===== config.mk =====
export PLATFORM = sky130hd
export DESIGN_NAME = arrival_gap_stall_detector
export DESIGN_NICKNAME = d
export VERILOG_FILES = /design/src/rtl/agsd_pkg.sv /design/src/rtl/agsd_ram.sv /design/src/rtl/agsd_ctrl.sv /design/src/rtl/agsd_dp.sv /design/src/rtl/arrival_gap_stall_detector.sv
export SDC_FILE = /design/constraint.sdc
export NUM_CORES = 2
export LEC_CHECK = 0
export BUFFER_PORTS_ARGS = -buffer_cell sky130_fd_sc_hd__buf_2
export CAP_MARGIN = 10
export CORE_MARGIN = 1.5
export CORE_UTILIZATION = 65
export CTS_CLUSTER_SIZE = 20
export DETAILED_ROUTE_END_ITERATION = 16
export GPL_TIMING_DRIVEN = 0
export PLACE_DENSITY = 0.83
export SYNTH_ARGS = -nofsm -noshare
export SYNTH_HDL_FRONTEND = slang
export SYNTH_SLANG_ARGS = --single-unit
export TNS_END_PERCENT = 50

===== constraint.sdc =====
create_clock -name clk -period 12.8 [get_ports clk]
set_input_delay 2.56 -clock clk [delete_from_list [all_inputs] [get_ports clk]]
set_output_delay 2.56 -clock clk [all_outputs]
set_load 0.005 [all_outputs]

===== src/rtl/agsd_pkg.sv =====
`timescale 1ns / 1ps
// ----------------------------------------------------------------------------
// agsd_pkg
// Shared constants and controller/datapath interface types.
// ----------------------------------------------------------------------------
package agsd_pkg;
    localparam int WindowDepth = 20;
    localparam int MinSamples  = 5;
    localparam int WinAw       = $clog2(WindowDepth);
    localparam int FillW       = $clog2(WindowDepth + 1);

    localparam logic [1:0] REG_SEED      = 2'd0;
    localparam logic [1:0] REG_THRESHOLD = 2'd1;
    localparam logic [1:0] REG_LOSS      = 2'd2;

    // controller -> datapath
    typedef struct packed {
        logic capture;     // latch input item, compute gap
        logic scan_start;  // reset rank scan
        logic scan_outer;  // advance candidate
        logic scan_inner;  // accumulate compare
        logic decide;      // baseline known: limit multiply
        logic commit;      // update state, load output register
    } agsd_cmd_t;

    // datapath -> controller
    typedef struct packed {
        logic item_ok;
        logic need_scan;
        logic inner_last;
        logic outer_last;
        logic found;
    } agsd_sts_t;
endpackage


===== src/rtl/agsd_ram.sv =====
`timescale 1ns / 1ps
// ----------------------------------------------------------------------------
// agsd_ram
// Generic single-port-write, single-read RAM with registered read data.
// ----------------------------------------------------------------------------
module agsd_ram #(
    parameter int WIDTH = 32,
    parameter int DEPTH = 20
) (
    input  logic                     clk,
    input  logic                     we,
    input  logic [$clog2(DEPTH)-1:0] waddr,
    input  logic [WIDTH-1:0]         wdata,
    input  logic [$clog2(DEPTH)-1:0] raddr,
    output logic [WIDTH-1:0]         rdata
);
    logic [WIDTH-1:0] mem [DEPTH];

    always_ff @(posedge clk)
    begin
        if (we)
        begin
            mem[waddr] <= wdata;
        end
        rdata <= mem[raddr];
    end
endmodule


===== src/rtl/agsd_ctrl.sv =====
`timescale 1ns / 1ps
// ----------------------------------------------------------------------------
// agsd_ctrl
// Sequencer: capture, median rank scan, decision, commit, output hold.
// ----------------------------------------------------------------------------
module agsd_ctrl (
    input  logic               clk,
    input  logic               rst_n,
    input  logic               in_valid,
    output logic               in_stall,
    input  logic               out_valid,
    input  logic               out_stall,
    input  agsd_pkg::agsd_sts_t sts,
    output agsd_pkg::agsd_cmd_t cmd
);
    import agsd_pkg::*;

    typedef enum logic [6:0] {
        S_IDLE   = 7'b0000001,
        S_CHECK  = 7'b0000010,
        S_OUTER  = 7'b0000100,
        S_INNER  = 7'b0001000,
        S_EVAL   = 7'b0010000,
        S_DECIDE = 7'b0100000,
        S_COMMIT = 7'b1000000
    } state_t;

    state_t state_reg, state_next;

    // output register may be full; commit waits for it to drain or be taken
    logic out_free;
    assign out_free = !out_valid || !out_stall;
    assign in_stall = (state_reg != S_IDLE);

    always_comb
    begin
        state_next = state_reg;
        cmd = '0;
        unique case (state_reg)
            S_IDLE:
            begin
                if (in_valid)
                begin
                    cmd.capture = 1'b1;
                    state_next = S_CHECK;
                end
            end
            S_CHECK:
            begin
                if (sts.item_ok && sts.need_scan)
                begin
                    cmd.scan_start = 1'b1;
                    state_next = S_OUTER;
                end
                else if (sts.item_ok)
                begin
                    state_next = S_DECIDE;
                end
                else
                begin
                    state_next = S_COMMIT;
                end
            end
            S_OUTER:
            begin
                cmd.scan_outer = 1'b1;
                state_next = S_INNER;
            end
            S_INNER:
            begin
                cmd.scan_inner = 1'b1;
                if (sts.inner_last)
                begin
                    state_next = S_EVAL;
                end
            end
            S_EVAL:
            begin
                if (sts.found || sts.outer_last)
                begin
                    state_next = S_DECIDE;
                end
                else
                begin
                    state_next = S_OUTER;
                end
            end
            S_DECIDE:
            begin
                cmd.decide = 1'b1;
                state_next = S_COMMIT;
            end
            S_COMMIT:
            begin
                if (out_free)
                begin
                    cmd.commit = 1'b1;
                    state_next = S_IDLE;
                end
            end
            default:
            begin
                state_next = S_IDLE;
            end
        endcase
    end

    always_ff @(posedge clk or negedge rst_n)
    begin
        if (!rst_n)
        begin
            state_reg <= S_IDLE;
        end
        else
        begin
            state_reg <= state_next;
        end
    end
endmodule


===== src/rtl/agsd_dp.sv =====
`timescale 1ns / 1ps
// ----------------------------------------------------------------------------
// agsd_dp
// Datapath: gap, window RAM, rank-count median, limit, totals, result reg.
// ----------------------------------------------------------------------------
module agsd_dp (
    input  logic                clk,
    input  logic                rst_n,
    input  agsd_pkg::agsd_cmd_t cmd,
    output agsd_pkg::agsd_sts_t sts,
    input  logic [15:0]         seed_cycle_ms,
    input  logic [15:0]         threshold_q8,
    input  logic [15:0]         loss_target,
    input  logic [47:0]         in_arrival,
    input  logic [63:0]         in_sequence,
    input  logic                in_ok,
    input  logic                out_stall,
    output logic                out_valid,
    output logic                o_accepted,
    output logic                o_first,
    output logic                o_stall_flag,
    output logic [31:0]         o_recovery,
    output logic [31:0]         o_gap,
    output logic [31:0]         o_baseline,
    output logic                o_seq_break,
    output logic [31:0]         o_flagged,
    output logic [31:0]         o_received,
    output logic [47:0]         o_rec_total,
    output logic                o_stop
);
    import agsd_pkg::*;

    localparam logic [FillW-1:0] FILL_MAX = FillW'(WindowDepth);
    localparam logic [FillW-1:0] FILL_MIN = FillW'(MinSamples);
    localparam logic [WinAw-1:0] IDX_LAST = WinAw'(WindowDepth - 1);

    logic              have_prior_reg;
    logic [63:0]       prior_seq_reg;
    logic [47:0]       prior_arr_reg;
    logic [FillW-1:0]  fill_reg;
    logic [WinAw-1:0]  oldest_reg;
    logic [31:0]       acc_total_reg;
    logic [31:0]       stall_total_reg;
    logic [47:0]       rec_sum_reg;

    // item registers
    logic              ok_reg;
    logic              first_reg;
    logic [47:0]       arr_reg;
    logic [63:0]       seq_reg;
    logic [31:0]       gap_reg;
    logic [31:0]       base_reg;
    logic [47:0]       limit_reg;

    // scan registers
    logic [FillW-1:0]  oi_reg;
    logic [FillW-1:0]  ii_reg;
    logic [31:0]       cand_reg;
    logic [FillW-1:0]  less_reg;
    logic [FillW-1:0]  same_reg;
    logic              rd_phase_reg;
    logic              found_reg;

    // ring-address helper: (oldest + i) mod depth, i < depth
    function automatic logic [WinAw-1:0] ring(input logic [WinAw-1:0] base,
                                              input logic [FillW-1:0] off);
        logic [FillW:0] s;
        begin
            s = {1'b0, FillW'(base)} + {1'b0, off};
            if (s >= (FillW + 1)'(WindowDepth))
            begin
                s = s - (FillW + 1)'(WindowDepth);
            end
            ring = s[WinAw-1:0];
        end
    endfunction

    // RAM
    logic             ram_we;
    logic [WinAw-1:0] ram_waddr;
    logic [WinAw-1:0] ram_raddr;
    logic [31:0]      ram_rdata;

    agsd_ram #(.WIDTH(32), .DEPTH(WindowDepth)) u_ram (
        .clk   (clk),
        .we    (ram_we),
        .waddr (ram_waddr),
        .wdata (gap_reg),
        .raddr (ram_raddr),
        .rdata (ram_rdata)
    );

    // Scan: S_OUTER issues read of candidate; S_INNER reads each entry.
    // rd_phase_reg marks the first inner cycle where candidate data returns.
    logic [FillW-1:0] k_rank;
    assign k_rank = fill_reg >> 1;
    assign ram_raddr = cmd.scan_outer ? ring(oldest_reg, oi_reg) : ring(oldest_reg, ii_reg);

    logic [FillW-1:0] less_now;
    logic [FillW-1:0] same_now;

    // inner: the first step latches the candidate; each later step compares entry ii-1
    logic [FillW:0] inner_cnt_reg;

    always_comb
    begin
        less_now = less_reg;
        same_now = same_reg;
        if (ram_rdata < cand_reg)
        begin
            less_now = less_reg + 1'b1;
        end
        else if (ram_rdata == cand_reg)
        begin
            same_now = same_reg + 1'b1;
        end
    end

    assign sts.item_ok    = ok_reg && !first_reg;
    assign sts.need_scan  = fill_reg >= FILL_MIN;
    assign sts.inner_last = !rd_phase_reg && (inner_cnt_reg == {1'b0, fill_reg});
    assign sts.outer_last = oi_reg == fill_reg;
    assign sts.found      = found_reg;

    // commit decisions
    logic        is_stall;
    logic [31:0] rec_val;
    logic        push;
    logic [48:0] rec_sum_wide;
    assign is_stall = {16'd0, gap_reg} > limit_reg;
    assign rec_val  = (gap_reg > base_reg) ? gap_reg - base_reg : 32'd0;
    assign push     = !is_stall && ((fill_reg < FILL_MIN) || (gap_reg >= (base_reg >> 2)));
    assign rec_sum_wide = {1'b0, rec_sum_reg} + {17'd0, rec_val};
    assign ram_we    = cmd.commit && sts.item_ok && push;
    assign ram_waddr = (fill_reg < FILL_MAX) ? ring(oldest_reg, fill_reg) : oldest_reg;

    logic [31:0] acc_next_val;
    logic [31:0] stall_next_val;
    assign acc_next_val   = (ok_reg && acc_total_reg != '1) ? acc_total_reg + 1'b1 : acc_total_reg;
    assign stall_next_val = (sts.item_ok && is_stall && stall_total_reg != '1)
                            ? stall_total_reg + 1'b1 : stall_total_reg;

    logic [48:0] gap_diff;
    assign gap_diff = {1'b0, in_arrival} - {1'b0, prior_arr_reg};

    always_ff @(posedge clk)
    begin
        if (cmd.capture)
        begin
            ok_reg    <= in_ok;
            first_reg <= !have_prior_reg;
            arr_reg   <= in_arrival;
            seq_reg   <= in_sequence;
            if (gap_diff[48])
            begin
                gap_reg <= 32'd0;
            end
            else if (gap_diff[47:32] != 16'd0)
            begin
                gap_reg <= '1;
            end
            else
            begin
                gap_reg <= gap_diff[31:0];
            end
            base_reg <= {16'd0, seed_cycle_ms} * 32'd1000;
        end
        if (cmd.scan_start)
        begin
            oi_reg    <= '0;
            found_reg <= 1'b0;
        end
        if (cmd.scan_outer)
        begin
            rd_phase_reg  <= 1'b1;
            ii_reg        <= '0;
            inner_cnt_reg <= '0;
            less_reg      <= '0;
            same_reg      <= '0;
        end
        if (cmd.scan_inner)
        begin
            if (rd_phase_reg)
            begin
                rd_phase_reg <= 1'b0;
                cand_reg     <= ram_rdata;
                ii_reg       <= ii_reg + 1'b1;
                inner_cnt_reg <= inner_cnt_reg + 1'b1;
            end
            else
            begin
                less_reg <= less_now;
                same_reg <= same_now;
                if (ii_reg < FILL_MAX)
                begin
                    ii_reg <= ii_reg + 1'b1;
                end
                inner_cnt_reg <= inner_cnt_reg + 1'b1;
                if (sts.inner_last)
                begin
                    oi_reg <= oi_reg + 1'b1;
                    if (less_now <= k_rank && k_rank < less_now + same_now)
                    begin
                        found_reg <= 1'b1;
                        base_reg  <= cand_reg;
                    end
                end
            end
        end
        if (cmd.decide)
        begin
            limit_reg <= 48'(({16'd0, base_reg} * {32'd0, threshold_q8}) >> 8);
        end
    end

    always_ff @(posedge clk or negedge rst_n)
    begin
        if (!rst_n)
        begin
            have_prior_reg  <= 1'b0;
            prior_seq_reg   <= '0;
            prior_arr_reg   <= '0;
            fill_reg        <= '0;
            oldest_reg      <= '0;
            acc_total_reg   <= '0;
            stall_total_reg <= '0;
            rec_sum_reg     <= '0;
            out_valid       <= 1'b0;
        end
        else
        begin
            if (cmd.commit)
            begin
                out_valid     <= 1'b1;
                acc_total_reg <= acc_next_val;
                if (ok_reg)
                begin
                    have_prior_reg <= 1'b1;
                    prior_seq_reg  <= seq_reg;
                    prior_arr_reg  <= arr_reg;
                end
                if (sts.item_ok)
                begin
                    stall_total_reg <= stall_next_val;
                    if (is_stall)
                    begin
                        rec_sum_reg <= rec_sum_wide[48] ? '1 : rec_sum_wide[47:0];
                    end
                    else if (push)
                    begin
                        if (fill_reg < FILL_MAX)
                        begin
                            fill_reg <= fill_reg + 1'b1;
                        end
                        else
                        begin
                            oldest_reg <= (oldest_reg == IDX_LAST) ? '0 : oldest_reg + 1'b1;
                        end
                    end
                end
            end
            else if (out_valid && !out_stall)
            begin
                out_valid <= 1'b0;
            end
        end
    end

    // result register
    always_ff @(posedge clk)
    begin
        if (cmd.commit)
        begin
            o_accepted   <= ok_reg;
            o_first      <= ok_reg && first_reg;
            o_stall_flag <= sts.item_ok && is_stall;
            o_recovery   <= (sts.item_ok && is_stall) ? rec_val : 32'd0;
            o_gap        <= sts.item_ok ? gap_reg : 32'd0;
            o_baseline   <= sts.item_ok ? base_reg : 32'd0;
            o_seq_break  <= sts.item_ok && (seq_reg != prior_seq_reg + 64'd1);
            o_flagged    <= sts.item_ok ? stall_next_val : stall_total_reg;
            o_received   <= acc_next_val;
            if (sts.item_ok && is_stall)
            begin
                o_rec_total <= rec_sum_wide[48] ? '1 : rec_sum_wide[47:0];
            end
            else
            begin
                o_rec_total <= rec_sum_reg;
            end
            o_stop <= (loss_target != 16'd0) &&
                      ((sts.item_ok ? stall_next_val : stall_total_reg) >= {16'd0, loss_target});
        end
    end
endmodule


===== src/rtl/arrival_gap_stall_detector.sv =====
`timescale 1ns / 1ps
// ----------------------------------------------------------------------------
// arrival_gap_stall_detector
// Interarrival gap stall detector with median-of-window baseline.
// Sequence: an ignored or first item goes capture, check, commit; a warm-up
//   item adds a decide step; with the median scan, candidates are tried in
//   window order (one RAM read per cycle) until the median is found.
// Throughput: one item at a time; the next transfer is taken in the cycle after
//   the result commits; commit waits on a stalled result.
// Reset: rst_n async, clears history, counters, window fill; registers reload.
// ----------------------------------------------------------------------------
module arrival_gap_stall_detector (
    input  logic        clk,
    input  logic        rst_n,
    input  logic        in_valid,
    output logic        in_stall,
    input  logic [47:0] arrival_us,
    input  logic [63:0] sequence_number,
    input  logic        payload_ok,
    output logic        out_valid,
    input  logic        out_stall,
    output logic        accepted,
    output logic        first_item,
    output logic        stall_flag,
    output logic [31:0] recovery_time_us,
    output logic [31:0] gap_us,
    output logic [31:0] baseline_out_us,
    output logic        sequence_break,
    output logic [31:0] flagged_count,
    output logic [31:0] received_count,
    output logic [47:0] recovery_total_us,
    output logic        stop_request,
    input  logic        cfg_valid,
    output logic        cfg_ready,
    input  logic [1:0]  cfg_index,
    input  logic [15:0] cfg_data
);
    import agsd_pkg::*;

    logic [15:0] seed_reg;
    logic [15:0] thresh_reg;
    logic [15:0] loss_reg;
    agsd_cmd_t   cmd;
    agsd_sts_t   sts;

    assign cfg_ready = 1'b1;

    always_ff @(posedge clk or negedge rst_n)
    begin
        if (!rst_n)
        begin
            seed_reg   <= 16'd1;
            thresh_reg <= 16'd768;
            loss_reg   <= 16'd10;
        end
        else if (cfg_valid)
        begin
            unique case (cfg_index)
                REG_SEED:      seed_reg   <= cfg_data;
                REG_THRESHOLD: thresh_reg <= cfg_data;
                REG_LOSS:      loss_reg   <= cfg_data;
                default:       ;
            endcase
        end
    end

    agsd_ctrl u_ctrl (
        .clk       (clk),
        .rst_n     (rst_n),
        .in_valid  (in_valid),
        .in_stall  (in_stall),
        .out_valid (out_valid),
        .out_stall (out_stall),
        .sts       (sts),
        .cmd       (cmd)
    );

    agsd_dp u_dp (
        .clk           (clk),
        .rst_n         (rst_n),
        .cmd           (cmd),
        .sts           (sts),
        .seed_cycle_ms (seed_reg),
        .threshold_q8  (thresh_reg),
        .loss_target   (loss_reg),
        .in_arrival    (arrival_us),
        .in_sequence   (sequence_number),
        .in_ok         (payload_ok),
        .out_stall     (out_stall),
        .out_valid     (out_valid),
        .o_accepted    (accepted),
        .o_first       (first_item),
        .o_stall_flag  (stall_flag),
        .o_recovery    (recovery_time_us),
        .o_gap         (gap_us),
        .o_baseline    (baseline_out_us),
        .o_seq_break   (sequence_break),
        .o_flagged     (flagged_count),
        .o_received    (received_count),
        .o_rec_total   (recovery_total_us),
        .o_stop        (stop_request)
    );

    a_first_no_stall: assert property (@(posedge clk) disable iff (!rst_n)
        out_valid && first_item |-> !stall_flag && gap_us == 32'd0)
        else $error("first item carries a gap");
    a_recovery_zero: assert property (@(posedge clk) disable iff (!rst_n)
        out_valid && !stall_flag |-> recovery_time_us == 32'd0)
        else $error("recovery without stall");
    a_ignored_clean: assert property (@(posedge clk) disable iff (!rst_n)
        out_valid && !accepted |-> !first_item && !stall_flag && !sequence_break)
        else $error("ignored item has flags");
endmodule

Word-level counts from Yosys, hierarchy flattened
Memories as Yosys holds them, arrays and structs flattened. A register that Yosys moved wholly into a read port is not among the register bits.
Cells that the tools add are included.
{ "op_classes": {"addsub": 20, "multipliers": 2, "order_cmp": 14, "n_eq_ne": 20, "mux": 65, "bitwise": 2, "n_reduce_logical": 37} }
{ "op_table": {"columns": ["operator", "n"], "rows": [
  ["32-bit 2-to-1 mux", 10],
  ["5-bit 2-to-1 mux", 23],
  ["48-bit 2-to-1 mux", 2],
  ["32-bit by 1-bit adder with 32-bit output (second input constant)", 2],
  ["64-bit by 1-bit adder with 64-bit output (second input constant)", 1],
  ["32-bit inequality test (second input constant)", 2],
  ["64-bit inequality test", 1],
  ["48-bit by 32-bit adder with 49-bit output", 1],
  ["7-bit case mux with 7 select lines", 1],
  ["48-bit by 48-bit subtractor with 49-bit output", 1],
  ["32-bit by 16-bit multiplier with 48-bit output", 1],
  ["32-bit by 40-bit greater-than comparator with 1-bit output", 1],
  ["7-bit 2-to-1 mux", 5],
  ["32-bit equality test", 1],
  ["32-bit by 16-bit >= comparator with 1-bit output", 1],
  ["32-bit by 30-bit >= comparator with 1-bit output", 1],
  ["32-bit greater-than comparator", 1],
  ["32-bit < comparator", 1],
  ["16-bit nonzero test", 2],
  ["32-bit subtractor", 1],
  ["5-bit by 1-bit adder with 5-bit output (second input constant)", 6],
  ["16-bit by 7-bit multiplier with 23-bit output (second input constant)", 1],
  ["1-bit 2-to-1 mux", 21],
  ["5-bit by 5-bit adder with 6-bit output", 3],
  ["other kinds (34)", 70]
]} }
{ "totals": {"regBits": 782, "mem_bits_rw": 640, "inputBits": 136, "out_inout_bits": 216, "n_memories": 1} }
{ "mem_list": {"columns": ["memory", "depth", "width", "rd", "rd_ports_with_merged_regs", "write_ports", "line", "text"], "rows": [
  ["u_dp.u_ram.mem", 20, 32, 1, 1, 1, "agsd_ram.sv:17", "logic [WIDTH-1:0] mem [DEPTH];"]
]} }

Logic depth before layout (Yosys ltp)
{ "depth": {"word_depth": 10, "mapped_depth": 28} }

By module
Synthesis repeated with hierarchy kept, for this count alone.
{ "unflattened": {"hier_cells": 7219, "hier_area_um2": 85434.4} }
{ "by_module_without_submodules": {"columns": ["module", "instances", "cells_each", "area_each_um2"], "rows": [
  ["agsd_dp", 1, 5703, 57664.1],
  ["agsd_ram", 1, 1363, 25458.2],
  ["arrival_gap_stall_detector", 1, 104, 1833.0],
  ["agsd_ctrl", 1, 49, 479.2]
]} }

Least setup slack after synthesis
No wires, ideal clock.
{ "synth_timing": {"path_kind": "input port to flip-flop", "from": "in out_stall", "to": "reg u_dp.stall_total_reg[25]", "setup_time_ps": 79, "t_arrival_ps": 9888, "required_time_ps": 12721, "slack_ps": 2833, "path_stages": 7, "n_path_buf": 1, "cell_sequence": "nand2_1 nand2_1 inv_2 clkbuf_1 nand2_1 nor3_1 xor2_1"} }
{ "synth_lines": {"columns": ["item", "line", "text"], "rows": [
  ["start, declared", "arrival_gap_stall_detector.sv:21", "input logic out_stall,"],
  ["end signal, assigned", "agsd_dp.sv:244", "stall_total_reg <= stall_next_val;"],
  ["end, declared", "agsd_dp.sv:43", "logic [31:0] stall_total_reg;"]
]} }

Worst setup path in the final report
{ "layout_timing": {"from": "reg u_dp.base_reg[0]", "to": "reg u_dp.limit_reg[34] (data pin)"} }
{ "layout_between": {"elab_chain_len": 1} }
{ "layout_rtl": {"columns": ["item", "line", "text"], "rows": [
  ["start, declared", "agsd_dp.sv:52", "logic [31:0] base_reg;"],
  ["start signal, assigned", "agsd_dp.sv:166", "base_reg <= {16'd0, seed_cycle_ms} * 32'd1000;"],
  ["start signal, assigned", "agsd_dp.sv:205", "base_reg <= cand_reg;"],
  ["32-bit by 16-bit multiplier with 48-bit output", "agsd_dp.sv:212", "limit_reg <= 48'(({16'd0, base_reg} * {32'd0, threshold_q8}) >> 8);"],
  ["end signal, assigned", "agsd_dp.sv:212", null],
  ["end, declared", "agsd_dp.sv:53", "logic [47:0] limit_reg;"]
]} }
Every way passes these cells.
A chain may end at the register's enable or synchronous reset.

==> flow_metrics.tcl <==
set metrics [dict create \
    run_status "finished, violations left" \
    violations "antenna violations" \
    synth_adder_area_share_pct 17.3 \
    synth_nets 8701 \
    slowest_delay_ns 0.91 \
    core_sq_um 132000 \
    dr.pass1.iters 7 \
    drc_errors 0 \
    synth_compound_area_share_pct 9.20 \
    crit_required_ns 13.33 \
    hpwlAfterDp_um 183000 \
    hold_end "u_dp.cand_reg[1]" \
    synth_top_family_by_area "adder cells" \
    synth_edf_count 1077 \
    synth_cell_types 122 \
    syn2layout_area_growth_pct 11.9 \
    clkSlewWorstSetupHoldPaths_ns 0.06 \
    ctsHoldBuffers 0 \
    cts_buffers 145 \
    antenna_found_initial 34 \
    hold_depth 0 \
    drt_iter0_markers 8758 \
    synth.yosys.seq_area_share_pct 47.7 \
    cp-end-kind "register" \
    cts-root-buf "clkbuf_16" \
    vias 64900 \
    cp.arrival_ns 9.16 \
    finalSetupViolations 0 \
    ys_top_cells_by_area "edfxtp_1 37%, fa_1 11%, dfrtp_1 8.2%" \
    worstPathCellList "clkbuf_1 -> nand2_1 -> fa_1 -> fa_1 -> inv_1 -> fa_1 -> fa_1 -> fa_1 -> inv_1 -> fa_1 -> inv_1 -> ha_1 -> a21o_1 -> a21oi_1 -> o21ai_0 -> a22oi_1 -> nor3_1 -> nor3_1 -> a221oi_1 -> o311ai_0 -> a21oi_1 -> xor2_1" \
    io_buffers 350 \
    fin_nets 9251 \
    die_y_um 368 \
    insertion_delay_ns 0.81 \
    worstReg2RegStart "u_dp.base_reg[0]" \
    critPathKind "reg2reg" \
    final_layout_size_suffix_gt1_share_pct 12.3 \
    use_met2_pct 57.9 \
    htreeDepth 4 \
    layout.cells.non_filler 10100 \
    async_flop_share_pct 20.0 \
    maxCapViolCount 0 \
    tns_ns 0 \
    clock-sinks 1454 \
    grt_pass1_vias 64500 \
    fillCellCount 8376 \
    wl_per_cell_um 25.3 \
    dp.cells 9791 \
    grt_busiest_layer "met2" \
    post-cts-setup-buffer-count 0 \
    multiInputGateArea_sq_um 41200 \
    period_share_pct 67.4 \
    ff2ff_path_depth 22 \
    antenna_left 1 \
    grt-ovfl-total 0 \
    cp_top_family "adder cells" \
    skew_ns 0.0288 \
    startpoint_type "register" \
    synth-xor-area-share_pct 4.05 \
    netlist_area_sq_um 86700 \
    die_w_um 368 \
    rows 133 \
    holdWs_ns 0.438 \
    cts_tree "done" \
    period_minus_slack_ns 8.63 \
    hold_viol 0 \
    slew_viol_final 0 \
    max_slew_margin_pct 6.08 \
    largest_register_ffs 640 \
    final-seq-area_sq_um 41400 \
    place.gp.congestion 1.00 \
    start_util_pct 65.7 \
    grt_use_total_pct 37.2 \
    cts_buffer_depth 3 \
    yosys.area_share.simple_pct 13.2 \
    timing.critical_path.buf_inv 4 \
    r2r_setup_slack_ns 4.17 \
    timing.rr.end "u_dp.limit_reg[34]" \
    crit_fanout 10 \
    grt_first_pass_wirelength_um 381000 \
    worst_path_most_repeated_cell "fa_1" \
    grtUsageMet3_pct 10.1 \
    syn-mean-instance-area_sq_um 11.3 \
    netlist.area_leader.share_pct 37.3 \
    ys_seq_elements 1454 \
    yosysTopAreaCell "edfxtp_1" \
    die_area_sq_um 136000 \
    slowest_stage "clkbuf_1" \
    io_pins 352 \
    wl_um 255000 \
    vias_per_cell 6.42 \
    fmax_ghz 0.116 \
    worst_slew_pin_slew_ns 1.41 \
    synthCells 7652 \
    hold_class "reg2reg" \
    min_from "u_dp.u_ram.rdata[1]" \
    rsz0062_at_grt "no" \
    yosysWarnings 0 \
    gr-usage-met1_pct 47.8 \
    muxShareOfSynthArea_pct 3.49 \
    grt_max_degree 110 \
    ys.flop_type "edfxtp_1" \
    ctsResizeCount 0 \
]
layer usage:
layer,share of wire (%),up-vias
li1,-,27900
met5,0.022,-
met4,5.8,8
met1,36,31600
met2,46,4459
met3,12,893
kinds of logic (layout without fill, tap and decap cells):
family / count (synthesis) / after routing
AOI/OAI and AO/OA: 1203 / 1203
adders and majority gates: 914 / 914
buffers and inverters: 1102 / 1774
other: 1 / 24
xor gates and xnor gates: 401 / 401
and+or+nand+nor: 2339 / 2339
DFF: 1454 / 1454
muxes: 238 / 238
cell usage after synthesis (32+ instances only):
library cell	instances
edfxtp_1	1077
nand3_1	127
xnor2_1	243
mux4_2	32
a21oi_1	404
dfxtp_1	86
and2_1	275
nand4_1	75
a31oi_1	73
ha_1	435
o21ai_0	169
nor2_1	374
fa_1	478
xor2_1	158
nor4_1	52
mux2_2	179
buf_2	75
inv_1	725
nand2_1	892
nor3_1	113
nor2b_1	32
a22oi_1	36
clkbuf_1	265
a311oi_1	101
and3_1	229
dfrtp_1	285
a21o_1	119
layout by cell type (no fill, tap or decap), types with 275 or more instances in the layout:
master    count
and2_1      275
dfrtp_1     285
edfxtp_1   1077
clkbuf_1    296
fa_1        478
nand2_1     892
ha_1        435
a21oi_1     404
inv_1       724
buf_2       424
nor2_1      352
through the flow:
| stage | utilization (%) | cell area (sq um) | setup slack [ns] |
|---|---|---|---|
| final | 73.5 | 97000 | 4.17 |
| after CTS | 73.1 | 96400 | 4.37 |
| after floorplan | - | 86700 | 2.83 |
| after global placement | 68.7 | 90600 | -1.24 |
| after detailed placement | 69.4 | 91600 | 4.43 |
| after global routing | 73.5 | 97000 | 3.97 |
worst max path at each step:
stage / start / end / slack [ns] / cells after the start
after floorplan: out_stall / u_dp.stall_total_reg[25] / 2.83 / 7
after global placement: in_valid / u_dp.base_reg[22] / -1.24 / 5
after detailed placement: u_dp.base_reg[0] / u_dp.limit_reg[34] / 4.43 / 22
after CTS: u_dp.base_reg[0] / u_dp.limit_reg[34] / 4.37 / 22
after global routing: u_dp.base_reg[2] / u_dp.o_rec_total[16] / 3.97 / 27
final: u_dp.base_reg[0] / u_dp.limit_reg[34] / 4.17 / 22
cell type report:
class | instances | area share [%]
Antenna cell | 23 | 0.0594
Buffer | 375 | 1.64
Clock buffer | 194 | 4.15
Clock inverter | 75 | 0.806
Inverter | 727 | 2.81
Multi-Input combinational cell | 5096 | 42.5
Sequential cell | 1454 | 42.6
Tap cell | 1755 | 2.26
Timing Repair Buffer | 403 | 3.14
worst register-to-register path, stage by stage (launching register included):
cell	delay, ns
dfxtp_1	0.78
clkbuf_1	0.92
nand2_1	0.20
fa_1	0.54
fa_1	0.60
inv_1	0.07
fa_1	0.53
fa_1	0.52
fa_1	0.56
inv_1	0.08
fa_1	0.55
inv_1	0.06
ha_1	0.36
a21o_1	0.18
a21oi_1	0.12
o21ai_0	0.16
a22oi_1	0.52
nor3_1	0.18
nor3_1	0.22
a221oi_1	0.20
o311ai_0	0.64
a21oi_1	0.19
xor2_1	0.19
Power is left out: the tool's default activity adds up to more than one toggle a clock period on the data nets, which glitch-free logic cannot reach.
